==> src/design/fdd_pkg.sv <==
// fdd_pkg: shared constants, types and the cordic angle table for the
// fm discriminator / decimator. No dependencies.
package fdd_pkg;

  localparam int SAMPLE_BITS_DEFAULT   = 8;
  localparam int CORDIC_STAGES_DEFAULT = 16;
  localparam int CORDIC_STAGES_MAX     = 24;

  localparam int CFG_W     = 6;    // decim_factor, keep_every
  localparam int GAIN_W    = 16;   // audio_gain
  localparam int CFG_IDX_W = 2;
  localparam int AUDIO_W   = 16;

  // datapath widths of the cordic chain (scaled product sits in 33 bits)
  localparam int XW     = 35;
  localparam int ZW     = 34;
  localparam int CODE_W = 17;

  localparam logic [CFG_W-1:0]  DECIM_FACTOR_RESET = 6'd10;
  localparam logic [CFG_W-1:0]  KEEP_EVERY_RESET   = 6'd4;
  localparam logic [GAIN_W-1:0] AUDIO_GAIN_RESET   = 16'd30881;

  typedef enum logic [CFG_IDX_W-1:0] {
    REG_DECIM_FACTOR = 2'd0,
    REG_KEEP_EVERY   = 2'd1,
    REG_AUDIO_GAIN   = 2'd2
  } cfg_reg_t;

  // one cordic slot handed from cell to cell
  typedef struct packed {
    logic                 valid;
    logic                 axis;      // product lies on the real axis
    logic                 axis_neg;  // real part negative
    logic signed [XW-1:0] x;
    logic signed [XW-1:0] y;
    logic signed [ZW-1:0] z;
  } cordic_t;

  // atan(2^-i), 2^31 means pi
  function automatic logic signed [ZW-1:0] atan_entry(input int idx);
    logic signed [ZW-1:0] v;
    begin
      case (idx)
        0:  v = 34'sd536870912;
        1:  v = 34'sd316933406;
        2:  v = 34'sd167458907;
        3:  v = 34'sd85004756;
        4:  v = 34'sd42667331;
        5:  v = 34'sd21354465;
        6:  v = 34'sd10679838;
        7:  v = 34'sd5340245;
        8:  v = 34'sd2670163;
        9:  v = 34'sd1335087;
        10: v = 34'sd667544;
        11: v = 34'sd333772;
        12: v = 34'sd166886;
        13: v = 34'sd83443;
        14: v = 34'sd41722;
        15: v = 34'sd20861;
        16: v = 34'sd10430;
        17: v = 34'sd5215;
        18: v = 34'sd2608;
        19: v = 34'sd1304;
        20: v = 34'sd652;
        21: v = 34'sd326;
        22: v = 34'sd163;
        23: v = 34'sd81;
        default: v = '0;
      endcase
      return v;
    end
  endfunction

endpackage

==> src/design/fdd_cordic_cell.sv <==
// fdd_cordic_cell: one registered vectoring step of the cordic chain.
// Depends on fdd_pkg.
module fdd_cordic_cell #(
  parameter int STAGE = 0
) (
  input  logic             clk,
  input  logic             rst,
  input  logic             adv,
  input  fdd_pkg::cordic_t cell_in,
  output fdd_pkg::cordic_t cell_out
);
  import fdd_pkg::*;

  localparam logic signed [ZW-1:0] ATAN = atan_entry(STAGE);

  logic signed [XW-1:0] xi, yi, dx, dy;
  logic signed [ZW-1:0] zi;
  cordic_t              cell_next;

  always_comb begin
    xi = cell_in.x;
    yi = cell_in.y;
    zi = cell_in.z;
    dx = yi >>> STAGE;
    dy = xi >>> STAGE;
    cell_next = cell_in;
    if (!yi[XW-1]) begin
      cell_next.x = xi + dx;
      cell_next.y = yi - dy;
      cell_next.z = zi + ATAN;
    end else begin
      cell_next.x = xi - dx;
      cell_next.y = yi + dy;
      cell_next.z = zi - ATAN;
    end
  end

  always_ff @(posedge clk) begin
    if (rst) begin
      cell_out.valid <= 1'b0;
    end else if (adv) begin
      cell_out.valid <= cell_next.valid;
    end
    if (adv) begin
      cell_out.axis     <= cell_next.axis;
      cell_out.axis_neg <= cell_next.axis_neg;
      cell_out.x        <= cell_next.x;
      cell_out.y        <= cell_next.y;
      cell_out.z        <= cell_next.z;
    end
  end

endmodule

==> config.mk <==
export PLATFORM = sky130hd
export DESIGN_NAME = fdd_cordic_cell
export DESIGN_NICKNAME = d
export VERILOG_FILES = /design/src/design/fdd_pkg.sv /design/src/design/fdd_cordic_cell.sv
export SDC_FILE = /design/constraint.sdc
export NUM_CORES = 1
export LEC_CHECK = 0
export ABC_AREA = 1
export BUFFER_PORTS_ARGS = -buffer_cell sky130_fd_sc_hd__buf_4
export CELL_PAD_IN_SITES_DETAIL_PLACEMENT = 0
export CELL_PAD_IN_SITES_GLOBAL_PLACEMENT = 1
export CORE_MARGIN = 1.5
export CORE_UTILIZATION = 41
export DETAILED_ROUTE_END_ITERATION = 12
export PLACE_DENSITY_LB_ADDON = 0.1
export SYNTH_ARGS = -nofsm -noshare
export SYNTH_HDL_FRONTEND = slang
export SYNTH_SLANG_ARGS = --single-unit
export TNS_END_PERCENT = 1
==> constraint.sdc <==
create_clock -name clk -period 3 [get_ports clk]
set_input_delay 0.6 -clock clk [delete_from_list [all_inputs] [get_ports clk]]
set_output_delay 0.6 -clock clk [all_outputs]
set_load 0.01 [all_outputs]
==> summary.md, run 1 <==
| Metric | Value |
|---|---|
| # rows | 59 |
| Setup CP Type | in2reg |
| Antenna violations before repair | 0 |
| DPL Wire Length | 34.7 mm |
| Clk_skew | 0 ps |
| Fmax | 386 MHz |
| Die W | 167 um |
| Least-Margin Pin Slew | 584 ps |
| Vias | 11.6k |
| Total I/O pin count | 217 |
| Global route total overflow | 0 |
| DR iter-0 viols | 1013 |
| Die H | 167 um |
| Area Growth Syn to Fin | 23.7% |
| Unique cell type count in the Yosys netlist | 45 |
| Tmin final | 2590 ps |
| Post-synthesis mux area share | 0.00181 |
| Top flop regs | cell_out (106) |
| Final setup vio count | 0 |
| Setup TNS | 0 ps |
| Routed len/inst | 18.7 um |
| DR DRC count | 0 |
| Clock Root Buffer | clkbuf_16 |
| Max_slew headroom | 0.606 |
| Seq cells post-synth | 106 |
| # hold bufs at CTS | 0 |
| Reg area | 3170 um2 |
| Largest family of logic cells by synthesized area | simple AND/OR/NAND/NOR gates |
| Adder-Cell Fraction of Synth Area | 0.128 |
| H-tree depth | 3 |
| Post-CTS setup buffer count | 0 |
| Largest reg by FF count | cell_out |
| RSZ-0062 raised after global routing | false |
| Vias in the first global route | 11.0k |
| Worst path cell trace | buf_4 > inv_1 > ha_1 > nand2_1 > inv_1 > a21oi_2 > inv_1 > nand2_1 > nand3_2 > o21ai_0 > a21oi_1 > o21bai_1 |
| CP Launch Type | input pin |
| Compound-Gate Fraction of Synth Area | 0.143 |
| CP top delay family | compound AO/OA/AOI/OAI gates |
| Post-synthesis simple-gate area fraction | 0.311 |
| Post-synthesis xor/xnor area fraction | 0.0206 |
| Die Area | 27900 um2 |
| Drt pass-1 iters | 5 |
| Post-Syn Nets | 1823 |
| Hold Vio Cnt, Final | 0 |
| Pwr Total | 5650 uW |
| Share of cells above drive strength 1 | 0.209 |
| Worst-skew pair later-pin latency | 370 ps |
| Multi-input logic area | 6680 um2 |
| Global-route wire length before repair | 62.0 mm |
| Crit Path Max Fanout | 11 |
| Number of max-cap violations | 0 |
| Filler cell count | 2724 |
| CTS Buffer Depth | 2 |
| Largest stage delay, worst path | 470 ps |
| Most used cell, CP | inv_1 |
| Final #Nets | 2076 |
| # resized after CTS | 0 |
| Crit end category | flip-flop |
| Mapped Area | 11100 um2 |
| Peak supply drop | 0.312 mV |
| Buffers plus inverters on the worst setup path | 4 |
| Crit path DAT | 2700 ps |
| Clock Sinks | 106 |
| CTS tree | built |
| Max reg flops | 106 |
| GP Congestion | 0.938 |
| Final wirelength | 41.0 mm |
| Core area | 26300 um2 |
| Crit path max-delay cell type | ha_1 |
| Vias/cell | 5.26 |
| Port bufs | 216 |
| Static Leak | 0.00682 uW |
| Fin crit share | 0.863 |
| TritonCTS buffer count | 9 |
| Critical Path RT | 3110 ps |
| Synthesis Warnings | 0 |
| Slew Limit Fails | 0 |
| Starting density of the core | 0.421 |
| Worst-path clk slew | 80 ps |
| GRT Resource Usage Total | 0.291 |
| Register area share after synthesis | 0.287 |
| Pwr dens | 413 nW/um2 |
| Status | finished, final reports clean |
| Post-Syn Instances | 1602 |
| Largest net degree at the start of global routing | 52 |
| Antenna viol nets, final | 0 |
| Mean post-synth cell area | 6.90 um2 |
| Hold crit path type | in2reg |
| N_diodes | 0 |
==> Yosys cell counts, drive strengths merged <==
library cell	count	area, um2
o211ai	2	15.0
a21o	9	67.6
o21a	2	15.0
nand4	13	81.3
clkbuf	6	22.5
o21ai	106	542
xor2	23	201
nor2	151	659
o22ai	9	56.3
nand3	157	801
nand2b	1	6.26
nor3	18	115
xnor2	3	26.3
ha	107	1340
a31oi	3	18.8
nor4	2	25.0
or2	7	43.8
o21bai	15	113
edfxtp	105	3150
buf	39	277
mux2i	2	20.0
nand2	438	1690
a21oi	133	703
and2	1	6.26
o31ai	1	12.5
fa	4	80.1
a21boi	5	41.3
dfxtp	1	20.0
inv	239	897
==> layout make-up <==
cell class	count	area share
clock buffers	9	0.0165
clock inverters	7	0.00677
inverters	239	0.0656
multi-input cells	1212	0.489
flip-flops and latches	106	0.232
well taps	335	0.0307
repair buffers	287	0.159
==> path summary, 6_finish.rpt <==
path,from,end,slack [ps],depth (start not counted)
setup reg to reg,cell_out[106],cell_out[106],2400,2
setup / recovery,cell_in[37],cell_out[46],410,12
hold / removal,rst,cell_out[106],370,2
hold reg to reg,cell_out[106],cell_out[106],520,2
==> cell families (layout without fill, tap and decap cells) <==
family | after synthesis | after routing
compound gates | 285 | 285
xor+xnor | 26 | 26
fa+ha+maj | 111 | 111
buf+inv | 284 | 542
flops | 106 | 106
mux | 2 | 2
simple gates | 788 | 788
==> stage by stage <==
step	cells	hold WS (ps)	util	cell area [um2]	worst slack, ps
4_1_cts	2195	364	0.520	13700	439
3_3_place_gp	2179	481	0.508	13400	66.0
2_1_floorplan	1602	528	-	11100	667
3_5_place_dp	2179	508	0.508	13400	61.0
5_1_grt	2195	365	0.520	13700	255
6_report	2195	369	0.520	13700	410
==> where the power goes <==
group | internal, uW | total (uW) | switching (uW)
combinational | 910 | 2390 | 1490
clock | 674 | 1340 | 668
sequential | 1860 | 1910 | 51.4
total | 3440 | 5650 | 2200
==> per-layer routing <==
layer,wire length [um],up-vias,GRT usage
li1,-,5731,-
met1,19600,5358,0.419
met2,18000,421,0.466
met3,2720,45,0.0369
met4,678,0,0.0631
met5,0,-,0
==> worst reg2reg max path, delay by kind of cell, from the launching register on <==
family	cells	cell delay, ps
simple gates	1	50
flops	1	320
mux	1	130
==> cell usage in the layout (no fill, tap or decap), drive strengths merged <==
cell type,Yosys,layout
nand2,438,438
buf,39,287
inv,239,243
nand3,157,157
nor2,151,151
a21oi,133,133
ha,107,107
o21ai,106,106
edfxtp,105,105
xor2,23,23
nor3,18,18
o21bai,15,15
nand4,13,13
a21o,9,9
o22ai,9,9
clkbuf,6,9
or2,7,7
a21boi,5,5
fa,4,4
xnor2,3,3
a31oi,3,3
o21a,2,2
nor4,2,2
o211ai,2,2
mux2i,2,2
clkinv,0,2
and2,1,1
nand2b,1,1
o31ai,1,1
dfxtp,1,1
bufinv,0,1
Note: power is estimated with default switching activity, not from simulation.
==> run 2, diff against run 1 <==
- RECOVER_POWER: default -> 50
==> summary.md, run 2 (same netlist as run 1, synthesis figures left out) <==
| Metric | Value |
|---|---|
| Status | finished, violations left (was finished, final reports clean) |
| Failing checks | max-capacitance violations, max-slew violations |
| Max reg flops | 106 (unchanged) |
| Worst-skew pair later-pin latency | 370 ps (about the same) |
| Fmax | 384 MHz (was 386 MHz) |
| Final setup vio count | 0 (unchanged) |
| DR DRC count | 0 (unchanged) |
| Antenna viol nets, final | 0 (unchanged) |
| Port bufs | 216 (unchanged) |
| Area Growth Syn to Fin | 23.0% (was 23.7%) |
| RSZ-0062 raised after global routing | false (unchanged) |
| CTS Buffer Depth | 2 (unchanged) |
| Wire length on met2 | 18.0 mm (about the same) |
| Commonest non-fill, non-tap cell in the layout | nand2_1 (unchanged) |
| Antenna violations before repair | 0 (unchanged) |
| Hold Vio Cnt, Final | 0 (unchanged) |
| Crit path DAT | 2760 ps (was 2700 ps) |
| Peak supply drop | 0.309 mV (was 0.312 mV) |
| Least-Margin Pin Slew | 2180 ps (was 584 ps) |
| Final #Nets | 2076 (unchanged) |
| DR iter-0 viols | 1022 (was 1013) |
| Multi-input logic area | 6680 um2 (unchanged) |
| Share of cells above drive strength 1 | 0.198 (was 0.209) |
| Static Leak | 0.00674 uW (was 0.00682 uW) |
| Setup TNS | 0 ps (unchanged) |
| GP Congestion | 0.938 (unchanged) |
| Clk_skew | 0 ps (unchanged) |
| Most frequent cells in the layout | nand2_1, buf_4, inv_1 (unchanged) |
| Worst-path clk slew | 100 ps (was 80 ps) |
| Total I/O pin count | 217 (unchanged) |
| H-tree depth | 3 (unchanged) |
| Slew Limit Fails | 35 (was 0) |
| # resized after CTS | 0 (unchanged) |
| TritonCTS buffer count | 9 (unchanged) |
| Number of max-cap violations | 1 (was 0) |
| Top flop regs | cell_out (106) (unchanged) |
| Pwr dens | 414 nW/um2 (was 413 nW/um2) |
| Core area | 26300 um2 (unchanged) |
| Final wirelength | 41.0 mm (about the same) |
| Vias/cell | 5.27 (was 5.26) |
| Highest Signal Layer | met4 (unchanged) |
| Routed len/inst | 18.7 um (about the same) |
| Max_slew headroom | -0.455 (was 0.606) |
| GRT Resource Usage Total | 0.291 (unchanged) |
| Post-route setup slack | 396 ps (was 410 ps) |
| M1 wire length | 19.1 mm (was 19.6 mm) |
| Setup CP Type | in2reg (unchanged) |
| Crit end category | flip-flop (unchanged) |
| Hold crit path type | in2reg (unchanged) |
| Vias in the first global route | 11.0k (unchanged) |
| Clock Root Buffer | clkbuf_16 (unchanged) |
| Largest net degree at the start of global routing | 52 (unchanged) |
| Critical Path RT | 3150 ps (was 3110 ps) |
| # hold bufs at CTS | 0 (unchanged) |
| Die H | 167 um (unchanged) |
| Global route total overflow | 0 (unchanged) |
| Reg area | 3170 um2 (unchanged) |
| Metal3 WL | 3.22 mm (was 2.72 mm) |
| # rows | 59 (unchanged) |
| Fin crit share | 0.868 (was 0.863) |
| Crit Path Max Fanout | 8 (was 11) |
| Placement Setup Slack | 61.0 ps (unchanged) |
| N_diodes | 0 (unchanged) |
| Tmin final | 2600 ps (was 2590 ps) |
| Global-route wire length before repair | 62.0 mm (unchanged) |
| Post-CTS setup buffer count | 0 (unchanged) |
| Clock Sinks | 106 (unchanged) |
| Die W | 167 um (unchanged) |
| CP Launch Type | input pin (unchanged) |
| Starting density of the core | 0.421 (unchanged) |
| Drt pass-1 iters | 6 (was 5) |
| CTS tree | built (unchanged) |
| Vias | 11.6k (about the same) |
| Largest reg by FF count | cell_out (unchanged) |
| DPL Wire Length | 34.7 mm (unchanged) |
| Die Area | 27900 um2 (unchanged) |
| Filler cell count | 2741 (was 2724) |
-- run 2: metal layers --
metal  global-route usage  vias to the layer above
met5                    0                        -
met4               0.0631                        0
met3               0.0369                       41
met2                0.466                      442
met1                0.419                     5355
li1                     -                     5734
-- run 2: report_power, final --
part / internal [uW] / leakage, uW / switching, uW
registers: 1860 / 0.00103 / 50.6
logic: 884 / 0.00555 / 1490
clock network: 674 / 0.000156 / 672
total: 3420 / 0.00674 / 2210
-- run 2: critical path: stages --
cell     delay, ps
buf_4          100
inv_1           50
ha_1           430
nor2_1         250
nand2_1        280
o21ai_0        550
nand2_1        170
nand3_1        120
nand2_1         70
nand3_1         80
nand2_1         60
-- run 2: cell type report --
type | count | share of cell area
clock buffer | 9 | 0.0166
clock inverter | 7 | 0.00681
inverter | 239 | 0.0660
multi-input combinational | 1212 | 0.492
sequential | 106 | 0.233
tap | 335 | 0.0308
timing repair buffer | 287 | 0.155
-- run 2: path summary, 6_finish.rpt --
check                                    from            end  slack, ps  cells past startpoint
worst min-delay path                      rst  cell_out[106]        370                      2
worst max-delay path              cell_in[53]   cell_out[62]        400                     11
worst min register to register  cell_out[106]  cell_out[106]        520                      2
worst max register to register  cell_out[106]  cell_out[106]       2380                      2
-- run 2: stage by stage --
step	hold slack [ps]	power, uW	util	instances	area [um2]
6_report	368	5630	0.517	2195	13600
5_1_grt	365	5940	0.517	2195	13600
4_1_cts	364	5650	0.520	2195	13700
3_5_place_dp	508	4300	0.508	2179	13400
3_3_place_gp	481	4290	0.508	2179	13400
2_1_floorplan	528	3270	-	1602	11100
