$ cat src/design/fdd_pkg.sv
// fdd_pkg: shared constants, types and the cordic angle table for the
// fm discriminator / decimator. No dependencies.
package fdd_pkg;

  localparam int SAMPLE_BITS_DEFAULT   = 8;
  localparam int CORDIC_STAGES_DEFAULT = 16;
  localparam int CORDIC_STAGES_MAX     = 24;

  localparam int CFG_W     = 6;    // decim_factor, keep_every
  localparam int GAIN_W    = 16;   // audio_gain
  localparam int CFG_IDX_W = 2;
  localparam int AUDIO_W   = 16;

  // datapath widths of the cordic chain (scaled product sits in 33 bits)
  localparam int XW     = 35;
  localparam int ZW     = 34;
  localparam int CODE_W = 17;

  localparam logic [CFG_W-1:0]  DECIM_FACTOR_RESET = 6'd10;
  localparam logic [CFG_W-1:0]  KEEP_EVERY_RESET   = 6'd4;
  localparam logic [GAIN_W-1:0] AUDIO_GAIN_RESET   = 16'd30881;

  typedef enum logic [CFG_IDX_W-1:0] {
    REG_DECIM_FACTOR = 2'd0,
    REG_KEEP_EVERY   = 2'd1,
    REG_AUDIO_GAIN   = 2'd2
  } cfg_reg_t;

  // one cordic slot handed from cell to cell
  typedef struct packed {
    logic                 valid;
    logic                 axis;      // product lies on the real axis
    logic                 axis_neg;  // real part negative
    logic signed [XW-1:0] x;
    logic signed [XW-1:0] y;
    logic signed [ZW-1:0] z;
  } cordic_t;

  // atan(2^-i), 2^31 means pi
  function automatic logic signed [ZW-1:0] atan_entry(input int idx);
    logic signed [ZW-1:0] v;
    begin
      case (idx)
        0:  v = 34'sd536870912;
        1:  v = 34'sd316933406;
        2:  v = 34'sd167458907;
        3:  v = 34'sd85004756;
        4:  v = 34'sd42667331;
        5:  v = 34'sd21354465;
        6:  v = 34'sd10679838;
        7:  v = 34'sd5340245;
        8:  v = 34'sd2670163;
        9:  v = 34'sd1335087;
        10: v = 34'sd667544;
        11: v = 34'sd333772;
        12: v = 34'sd166886;
        13: v = 34'sd83443;
        14: v = 34'sd41722;
        15: v = 34'sd20861;
        16: v = 34'sd10430;
        17: v = 34'sd5215;
        18: v = 34'sd2608;
        19: v = 34'sd1304;
        20: v = 34'sd652;
        21: v = 34'sd326;
        22: v = 34'sd163;
        23: v = 34'sd81;
        default: v = '0;
      endcase
      return v;
    end
  endfunction

endpackage

$ cat src/design/fdd_scale.sv
// fdd_scale: angle rounding, gain multiply, rounding and saturation to
// q1.15 audio. Depends on fdd_pkg.
module fdd_scale (
  input  logic                              clk,
  input  logic                              rst,
  input  logic                              adv,
  input  fdd_pkg::cordic_t                  cell_in,
  input  logic [fdd_pkg::GAIN_W-1:0]        audio_gain,
  output logic                              out_valid,
  output logic signed [fdd_pkg::AUDIO_W-1:0] out_sample
);
  import fdd_pkg::*;

  localparam int PRODW = CODE_W + GAIN_W + 1;
  localparam logic signed [ZW-1:0]    CODE_MAX = ZW'(32768);
  localparam logic signed [ZW-1:0]    CODE_MIN = -CODE_MAX;
  localparam logic signed [PRODW-1:0] HALF     = PRODW'(32768);
  localparam logic signed [PRODW-1:0] AUD_MAX  = PRODW'(32767);
  localparam logic signed [PRODW-1:0] AUD_MIN  = PRODW'(-32768);

  logic signed [ZW-1:0]     zi, zr, zs;
  logic signed [CODE_W-1:0] code, code_next;
  logic                     code_valid;
  logic signed [GAIN_W:0]   gain_s;
  logic signed [PRODW-1:0]  prod, prod_next, rnd;

  always_comb begin
    zi = cell_in.z;
    zr = zi + ZW'(32768);
    zs = zr >>> 16;
    if (cell_in.axis) begin
      code_next = cell_in.axis_neg ? CODE_W'(32768) : '0;
    end else if (zs > CODE_MAX) begin
      code_next = CODE_W'(CODE_MAX);
    end else if (zs < CODE_MIN) begin
      code_next = CODE_W'(CODE_MIN);
    end else begin
      code_next = CODE_W'(zs);
    end
  end

  always_comb begin
    gain_s    = $signed({1'b0, audio_gain});
    prod_next = PRODW'(code) * PRODW'(gain_s);
  end

  always_ff @(posedge clk) begin
    if (adv) begin
      code <= code_next;
      prod <= prod_next;
    end
    if (rst) begin
      code_valid <= 1'b0;
      out_valid  <= 1'b0;
    end else if (adv) begin
      code_valid <= cell_in.valid;
      out_valid  <= code_valid;
    end
  end

  always_comb begin
    rnd = (prod + HALF) >>> 16;
    if (rnd > AUD_MAX) begin
      out_sample = AUDIO_W'(AUD_MAX);
    end else if (rnd < AUD_MIN) begin
      out_sample = AUDIO_W'(AUD_MIN);
    end else begin
      out_sample = AUDIO_W'(rnd);
    end
  end

endmodule

$ cat config.mk
export PLATFORM = sky130hd
export DESIGN_NAME = fdd_scale
export DESIGN_NICKNAME = d
export VERILOG_FILES = /design/src/design/fdd_pkg.sv /design/src/design/fdd_scale.sv
export SDC_FILE = /design/constraint.sdc
export NUM_CORES = 1
export LEC_CHECK = 0
export BUFFER_PORTS_ARGS = -buffer_cell sky130_fd_sc_hd__buf_2
export CAP_MARGIN = 20
export CORE_AREA = 8 8 184 186
export DETAILED_ROUTE_END_ITERATION = 8
export DIE_AREA = 0 0 192 194
export PLACE_DENSITY = 0.61
export SETUP_SLACK_MARGIN = 0.05
export SLEW_MARGIN = 0
export SYNTH_ARGS = -nofsm -noshare
export SYNTH_HDL_FRONTEND = slang
export SYNTH_SLANG_ARGS = --single-unit
export TNS_END_PERCENT = 10
$ cat constraint.sdc
create_clock -name clk -period 6.12 [get_ports clk]
set_input_delay 0.612 -clock clk [delete_from_list [all_inputs] [get_ports clk]]
set_output_delay 0.612 -clock clk [all_outputs]
set_load 0.05 [all_outputs]
==> flow_summary.toml, run 1 <==
[grt]
grt_first_pass_wirelength_um = 49700
grt_use_total_pct = 16.27
grt_max_degree = 39
grt_pass1_vias = 10570
antenna_found_initial = 0
overflow = 0

[timing]
min_period_ps = 5888
rsz0062_at_grt = "true"
fin_crit_sh_pct = 96.21
hold_viol_final = 0
slew-limit-headroom_pct = 34.93
tns_ps = 0
max_freq_ghz = 0.1698
worst_pin_slew_ps = 976.1
hold-worst-slack_ps = 491.5
drv_slew = 0
skew_ps = 5.337
setup_ws_ps = 231.8
setup_viol = 0

[synth]
ys_top_cells_by_count = "inv_1, fa_1, nand2_1"
synth_edf_count = 36
yosys.area.top_type = "fa_1"
async_flop_share_pct = 0
syn_avg_cell_area_um2 = 9.011
synth_area_leaders = "fa_1, inv_1, ha_1"
synth_cell_types = 63
yosysMostFrequentCell = "inv_1"
syn_nets = 1909
ys_ff_latch = 38
ys_seq_area_share_pct = 8.768
syn_area_um2 = 12790
yosysWarningCount = 0
netlist.area_leader.share_pct = 43.37
synth_flop_cell = "edfxtp_1"
syn_inst = 1419

[worst_setup_path]
rr_worst_depth = 22
worst_setup_path_start_kind = "primary input"
worstPathArrival_ps = 5920
crit_fanout = 9
cp.required_ps = 6150
critPathKind = "in -> reg"
cp-end-kind = "flip-flop"

[outcome]
status = "finished clean"

[finish]
fin_area_um2 = 14670
final_nets = 2046
n_antenna_cell = 0
drive_gt1_share_pct = 15.16
area_growth_pct = 14.70

[placement]
pre_cts_ws_ps = -219.6
place_congestion = 0.8616
place_hpwl_um = 25200
port_buffers = 57
placed_cell_area_um2 = 14260

[clock_tree]
cts_buffers = 5
cts_root_buf = "clkbuf_16"
cts_tree = "built"
clkLatencyLatePin_ps = 290
holdBufCountCts = 0
htree_levels = 2
clk_pin_slew_ps = 60
cts.sinks = 38
clockBufferDepth = 2

[route]
postRouteAntennaNets = 0
drc = 0
dr.pass1.iters = 5
detailroute.via_count = 9570
drtIter0Drc = 350
wl_per_cell_um = 14.53
routed_via_density = 4.885
totalWireLength_um = 28460

[floorplanning]
fp.dieH_um = 194
top_level_ports = 143
die_x_um = 192
coreArea_um2 = 31070
start_util_pct = 41.16
dieArea_um2 = 37250
row_count = 65

[run]
cap_violations = 0

[min_path]
min_path_type = "in -> reg"
min_path_cells = 2
==> cell usage in the layout, fill, tap and decap left out, types with 25 or more instances in the layout <==
cell type  netlist  routed
a21oi_1         34      29
buf_4            2     116
buf_2            1      55
edfxtp_1        36      36
ha_1            87      85
nand2_1        196     195
fa_1           277     274
inv_1          367     366
xor2_1          25      25
nor2_1          31      30
and2_1         112     111
xnor2_1         36      36
==> state kept, by name, summed over array words and instances, names as in the netlist <==
name and cells:
out_valid 1, code 17, code_valid 1, prod 19
==> cells by family after synthesis <==
logic type,Yosys count,share of synthesized area [%]
adders and majority gates,364,51.88
AOI/OAI and AO/OA,118,6.253
DFF,38,8.768
muxes,3,0.2446
xor gates and xnor gates,61,4.178
and+or+nand+nor,416,16.24
buffers and inverters,419,12.43
==> timing repair <==
item	4_1_cts	5_1_grt
setup endpoints to repair	2	15
pin swaps	0	17
buffers inserted	0	9
resized for setup	1	45
==> metal layers <==
| layer | track usage [%] | wire length, um |
|---|---|---|
| met4 | 5.376 | 848 |
| met3 | 1.223 | 739 |
| met1 | 19.48 | 11620 |
| met2 | 30.12 | 15250 |
| met5 | 0 | 0 |
==> final timing paths <==
path,endpoint,slack [ps],start
max,prod[31],230,audio_gain[6]
min,code_valid,490,rst
max reg2reg,prod[31],280,code[13]
min reg2reg,code_valid,500,code_valid
==> cell type report <==
cell class              count  area, um^2
fillers                  2986       16400
multi-input cells         962       10210
inverters                 367        1378
repair buffers            182        1289
flip-flops and latches     38        1121
well taps                 402       503.0
clock buffers               7       132.6
clock inverters             1       30.03
==> per-stage QoR <==
| step | instances | util [%] |
|---|---|---|
| floorplan | 1419 | - |
| global placement | 1942 | 45.90 |
| detailed placement | 1942 | 45.90 |
| CTS | 1950 | 46.42 |
| global route | 1959 | 47.21 |
| finish | 1959 | 47.21 |
==> critical path: stages <==
cell,delay [ps]
clkbuf_4,160
buf_4,160
and2_1,170
inv_1,80
fa_1,460
fa_2,590
inv_1,100
buf_12,150
fa_1,470
fa_1,520
fa_1,490
inv_1,50
fa_1,470
inv_1,40
ha_1,280
buf_4,160
inv_1,110
o21bai_1,90
a21oi_1,180
nor2b_1,80
o2111ai_1,190
o211ai_1,140
xor2_1,170
Power of run 1 is left out: the tool's default activity adds up to more than one toggle a clock period on the data nets, which glitch-free logic cannot reach.
==> inputs of run 2 (changes only) <==
--- a/config.mk
+++ b/config.mk
@@ -5,12 +5,15 @@
 export SDC_FILE = /design/constraint.sdc
 export NUM_CORES = 1
 export LEC_CHECK = 0
+export ABC_AREA = 1
 export BUFFER_PORTS_ARGS = -buffer_cell sky130_fd_sc_hd__buf_2
 export CAP_MARGIN = 20
-export CORE_AREA = 8 8 184 186
+export CELL_PAD_IN_SITES_DETAIL_PLACEMENT = 1
+export CELL_PAD_IN_SITES_GLOBAL_PLACEMENT = 1
+export CORE_AREA = 8 8 189 191
 export DETAILED_ROUTE_END_ITERATION = 8
-export DIE_AREA = 0 0 192 194
-export PLACE_DENSITY = 0.61
+export DIE_AREA = 0 0 197 199
+export PLACE_DENSITY = 0.78
 export SETUP_SLACK_MARGIN = 0.05
 export SLEW_MARGIN = 0
 export SYNTH_ARGS = -nofsm -noshare
==> run 2 against run 1 <==
  * Synthesized area grew 5.4%
  * Hold slack lost 27 ps
  * Clock skew grew 2.3 ps
  * Largest cell class unchanged
  * Core utilization shrank 0.80 points
  * Critical endpoint is now prod[33]
  * Non-clock buffer count grew 1
  * Critical path type is now reg -> reg
  * Synthesized cell count grew 23%
  * Die area grew 5.2%
  * Cell count grew 18%
==> flow_summary.toml, run 2 <==
[grt]
grt_use_total_pct = 19.54
grt_pass1_vias = 12910
overflow = 0
grt_first_pass_wirelength_um = 62090
antenna_found_initial = 0
grt_max_degree = 40

[finish]
drive_gt1_share_pct = 13.22
fin_area_um2 = 15250
n_antenna_cell = 0
layout_common_cells = "inv_1, nand2_1, fa_1"
final_common_cell = "inv_1"
largest_reg_flops = 19
area_growth_pct = 13.12
reg_top3 = "prod x19, code x17"
final_nets = 2357
finish.utilization_pct = 46.41
regMostFlops = "prod"

[worst_setup_path]
crit_top_cell = "fa_1"
worstPathArrival_ps = 5930
crit_chain = "buf_6 -> buf_4 -> nand2_1 -> fa_1 -> inv_1 -> buf_4 -> fa_1 -> fa_1 -> fa_1 -> fa_1 -> inv_1 -> fa_1 -> inv_1 -> ha_1 -> a21o_1 -> a21oi_2 -> nor2_1 -> nor2_1 -> nand2_1 -> a21oi_1 -> nand2_1 -> xnor2_1"
worst_setup_path_start_kind = "flip-flop"
critPathKind = "reg -> reg"
cp.required_ps = 6170
max_stage_delay_ps = 600
path_delay_family = "adder cells"
cp_num_buf_inv = 6
crit_fanout = 8
cp-end-kind = "flip-flop"
slowest_stage = "fa_1"

[run]
cap_violations = 0

[clock_tree]
clockBufferDepth = 2
cts.sinks = 38
cts_root_buf = "clkbuf_16"
clk_pin_slew_ps = 60
cts_tree = "built"
cts_buffers = 5
htree_levels = 2
clkLatencyLatePin_ps = 300

[synth]
synth_flop_cell = "edfxtp_1"
ys_ff_latch = 38
yosys.area.top_type = "fa_1"
synth_cell_types = 40
yosysMostFrequentCell = "inv_1"
netlist.area_leader.share_pct = 41.14
yosysWarningCount = 0
synth_area_leaders = "fa_1, inv_1, nand2_1"
syn_inst = 1746
ys_seq_area_share_pct = 8.316
synth_edf_count = 36
async_flop_share_pct = 0
syn_avg_cell_area_um2 = 7.721
ys_top_cells_by_count = "inv_1, nand2_1, fa_1"
syn_nets = 2236
syn_area_um2 = 13480

[timing]
hold-worst-slack_ps = 464.2
max_freq_ghz = 0.1703
slew-limit-headroom_pct = 35.19
fin_crit_sh_pct = 95.97
hold_viol_final = 0
tns_ps = 0
skew_ps = 7.616
min_period_ps = 5873
worst_pin_slew_ps = 972.2
setup_viol = 0
drv_slew = 0
rsz0062_at_grt = "true"

[route]
postRouteAntennaNets = 0
routed_via_density = 4.769
detailroute.via_count = 11040
dr.pass1.iters = 4
totalWireLength_um = 36120
drc = 0
wl_per_cell_um = 15.60
drtIter0Drc = 373

[floorplanning]
die_x_um = 197
start_util_pct = 41.02
top_level_ports = 143
dieArea_um2 = 39200
fp.dieH_um = 199
coreArea_um2 = 32860
row_count = 67

[placement]
place_congestion = 0.8424
placed_cell_area_um2 = 14840
port_buffers = 57
place_hpwl_um = 32400

[outcome]
status = "finished clean"

[min_path]
min_path_type = "reg -> reg"
-- run 2: changes by cell type in the layout (fill, tap and decap cells not counted), moves of 13 or more --
cell,change
nand2_1,+253
inv_1,+165
and2_1,-111
nor2_1,+40
xnor2_1,-20
o21ai_1,-14
nand3_1,+13
-- run 2: logic make-up after synthesis --
logic type	count (synthesis)	share of synthesized area (%)
simple gates	616	19.29
xor+xnor	43	2.849
buf+inv	605	17.08
fa+ha+maj	364	49.21
compound gates	80	3.258
flops	38	8.316
-- run 2: final timing paths --
path	depth (start not counted)	end	slack [ps]	startpoint
hold / removal	2	code_valid	460	code_valid
hold reg to reg	2	code_valid	460	code_valid
setup / recovery	22	prod[33]	250	code[16]
setup reg to reg	22	prod[33]	250	code[16]
-- run 2: area by class of cell --
class                   count  area, um^2
inverters                 536        2016
multi-input cells        1103       10140
clock inverters             3       16.27
well taps                 448       560.5
fillers                  4175       17610
flip-flops and latches     38        1121
repair buffers            183        1272
clock buffers               5       125.1
-- run 2: worst min-delay path, cell delays in order (launching register included) --
cell	delay, ps
dfxtp_1	310
nand2_1	60
a21oi_1	50
-- run 2: repair_timing --
item / CTS / global route
endpoints found under the setup margin: 7 / 15
buffers inserted: 2 / 20
gates resized for setup: 2 / 23
hold buffers: 0 / 0
endpoints found under the hold margin: 0 / 0
pin swaps: 0 / 3
-- run 2: routing by layer --
layer  up-vias  track usage [%]  part of all wire, %
li1       5186                -                    -
met1      5645            22.37                   41
met2       142            37.52                   54
met3        71            1.996                  2.0
met4         0            6.353                  2.8
met5         -                0                    0
-- run 2: stage by stage --
stage          setup slack (ps)  instances
2_1_floorplan             61.87       1746
3_3_place_gp             -91.20       2286
3_5_place_dp             -287.9       2286
4_1_cts                   112.1       2296
5_1_grt                  -9.953       2316
6_report                  246.5       2316
Power of run 2 is left out for the same reason.
==> inputs of run 3 (changes only) <==
--- a/config.mk
+++ b/config.mk
@@ -14,6 +14,7 @@
 export DETAILED_ROUTE_END_ITERATION = 8
 export DIE_AREA = 0 0 197 199
 export PLACE_DENSITY = 0.78
+export REMOVE_ABC_BUFFERS = 1
 export SETUP_SLACK_MARGIN = 0.05
 export SLEW_MARGIN = 0
 export SYNTH_ARGS = -nofsm -noshare
==> run 3 against run 2 <==
  * Cell count decreased by 0.60%
  * Hold slack improved by 1.5 ps
  * Routed wire length increased by 6.5%
  * Clock skew decreased by 2.5 ps
  * Setup slack got worse by 36 ps
  * Sequential cell count unchanged
==> flow_summary.toml, run 3 (synthesis results as in run 2) <==
[worst_setup_path]
crit_top_cell = "fa_1"
cp-endpoint = "prod[25]"
path_delay_family = "adder cells"
slowest_stage = "fa_1"
cp.required_ps = 6140
cp-end-kind = "flip-flop"
crit_chain = "buf_2 -> nand2_1 -> inv_1 -> fa_1 -> inv_1 -> fa_1 -> inv_1 -> fa_1 -> fa_1 -> fa_1 -> inv_1 -> fa_1 -> inv_1 -> ha_1 -> a21oi_1 -> o21ai_0 -> a21oi_1 -> nand2_1 -> nand2_1 -> o21bai_1 -> xor2_1"
worst_setup_path_start_kind = "primary input"
path_depth = 21
reg2reg_to = "prod[25]"
max_stage_delay_ps = 570
reg2reg_from = "code[5]"
startpoint = "audio_gain[11]"
r2r_setup_slack_ps = 230
cp_num_buf_inv = 6
critPathKind = "in -> reg"
crit_fanout = 14
rr_worst_depth = 21
worstPathArrival_ps = 5920

[finish]
fin_area_um2 = 15370
drive_gt1_share_pct = 12.74
regMostFlops = "prod"
final_nets = 2342
largest_reg_flops = 19
multi_input_area_um2 = 10180
n_fill_cell = 4142
regArea_um2 = 1121
final_common_cell = "inv_1"
layout_common_cells = "inv_1, nand2_1, fa_1"
area_growth_pct = 13.99
fin_cells = 2302
reg_top3 = "prod x19, code x17"

[route]
drtIter0Drc = 447
routed_via_density = 4.836
totalWireLength_um = 38470
wl_per_cell_um = 16.71
detailroute.via_count = 11130
drc = 0
dr.pass1.iters = 4
postRouteAntennaNets = 0

[placement]
placed_cell_area_um2 = 14900
post-place-cells = 2281
place_congestion = 0.8409
pre_cts_ws_ps = -111.1
place_hpwl_um = 33340
port_buffers = 57

[clock_tree]
cts_buffers = 5
cts_root_buf = "clkbuf_16"
holdBufCountCts = 0
clk_pin_slew_ps = 60
cts.sinks = 38
cts_tree = "built"
clockBufferDepth = 2
htree_levels = 2
clkLatencyLatePin_ps = 280

[timing]
min_period_ps = 5910
slew-limit-headroom_pct = 40.00
max_freq_ghz = 0.1692
worst_pin_slew_ps = 899.9
setup_ws_ps = 210.3
rsz0062_at_grt = "true"
fin_crit_sh_pct = 96.56
setup_viol = 0
drv_slew = 0
skew_ps = 5.106
hold_viol_final = 0

[grt]
grt_first_pass_wirelength_um = 64980
antenna_found_initial = 0
grt_use_total_pct = 20.74
grt_max_degree = 40
grt_pass1_vias = 13160
overflow = 0

[floorplanning]
fp.dieH_um = 199
coreArea_um2 = 32860
die_x_um = 197
start_util_pct = 41.02
row_count = 67
top_level_ports = 143
dieArea_um2 = 39200

[min_path]
min_path_type = "reg -> reg"
min_path_cells = 2

[run]
cap_violations = 0

[outcome]
status = "finished clean"
run 3: cell types whose count changed in the layout (fill, tap and decap cells not counted), moves of 3 or more:
cell      before  now
nor2_2        14   17
buf_4        122   97
fa_2           0    3
ha_1          85   81
ha_4           2    5
buf_2         57   53
fa_1         277  274
nor2_1        70   67
clkbuf_4       0    4
a21oi_1       34   37
a21oi_2        6    3
buf_12         3   13
run 3: final cells by class:
type,instances,area share [%]
Inverter,536,13.12
Clock inverter,3,0.4478
Tap cell,448,3.648
Multi-Input combinational cell,1103,66.23
Antenna cell,1,0.01629
Sequential cell,38,7.296
Timing Repair Buffer,168,8.428
Clock buffer,5,0.8143
run 3: layer usage:
| layer | up-vias | wire length [um] | GRT usage, % |
|---|---|---|---|
| met5 | - | 0 | 0 |
| met4 | 0 | 1428 | 7.412 |
| met3 | 87 | 923 | 1.827 |
| met2 | 195 | 20750 | 39.29 |
| met1 | 5693 | 15370 | 24.10 |
| li1 | 5157 | - | - |
run 3: worst min path at each step:
stage / to / start / slack, ps
floorplan: out_valid / code_valid / 430
global placement: out_valid / code_valid / 440
detailed placement: out_valid / code_valid / 460
CTS: out_valid / code_valid / 470
global route: code_valid / rst / 500
finish: out_valid / code_valid / 470
run 3: tightest hold or removal path, stage by stage (launching register included):
cell     delay [ps]
dfxtp_1         310
nand2_1          50
a21oi_1          60
run 3: per-stage QoR:
step	hold WS (ps)	setup TNS [ps]	util, %
2_1_floorplan	430.3	0	-
3_3_place_gp	440.2	-7.302	45.35
3_5_place_dp	464.2	-686.3	45.35
4_1_cts	473.5	0	46.01
5_1_grt	498.7	-39.63	46.75
6_report	465.7	0	46.76
run 3: repair_timing:
| item | 4_1_cts | 5_1_grt |
|---|---|---|
| resized for setup | 0 | 32 |
| setup buffers | 1 | 11 |
| setup endpoints to repair | 6 | 18 |
| pin swaps | 0 | 5 |
| gates cloned | 0 | 0 |
Power of run 3 is left out for the same reason.
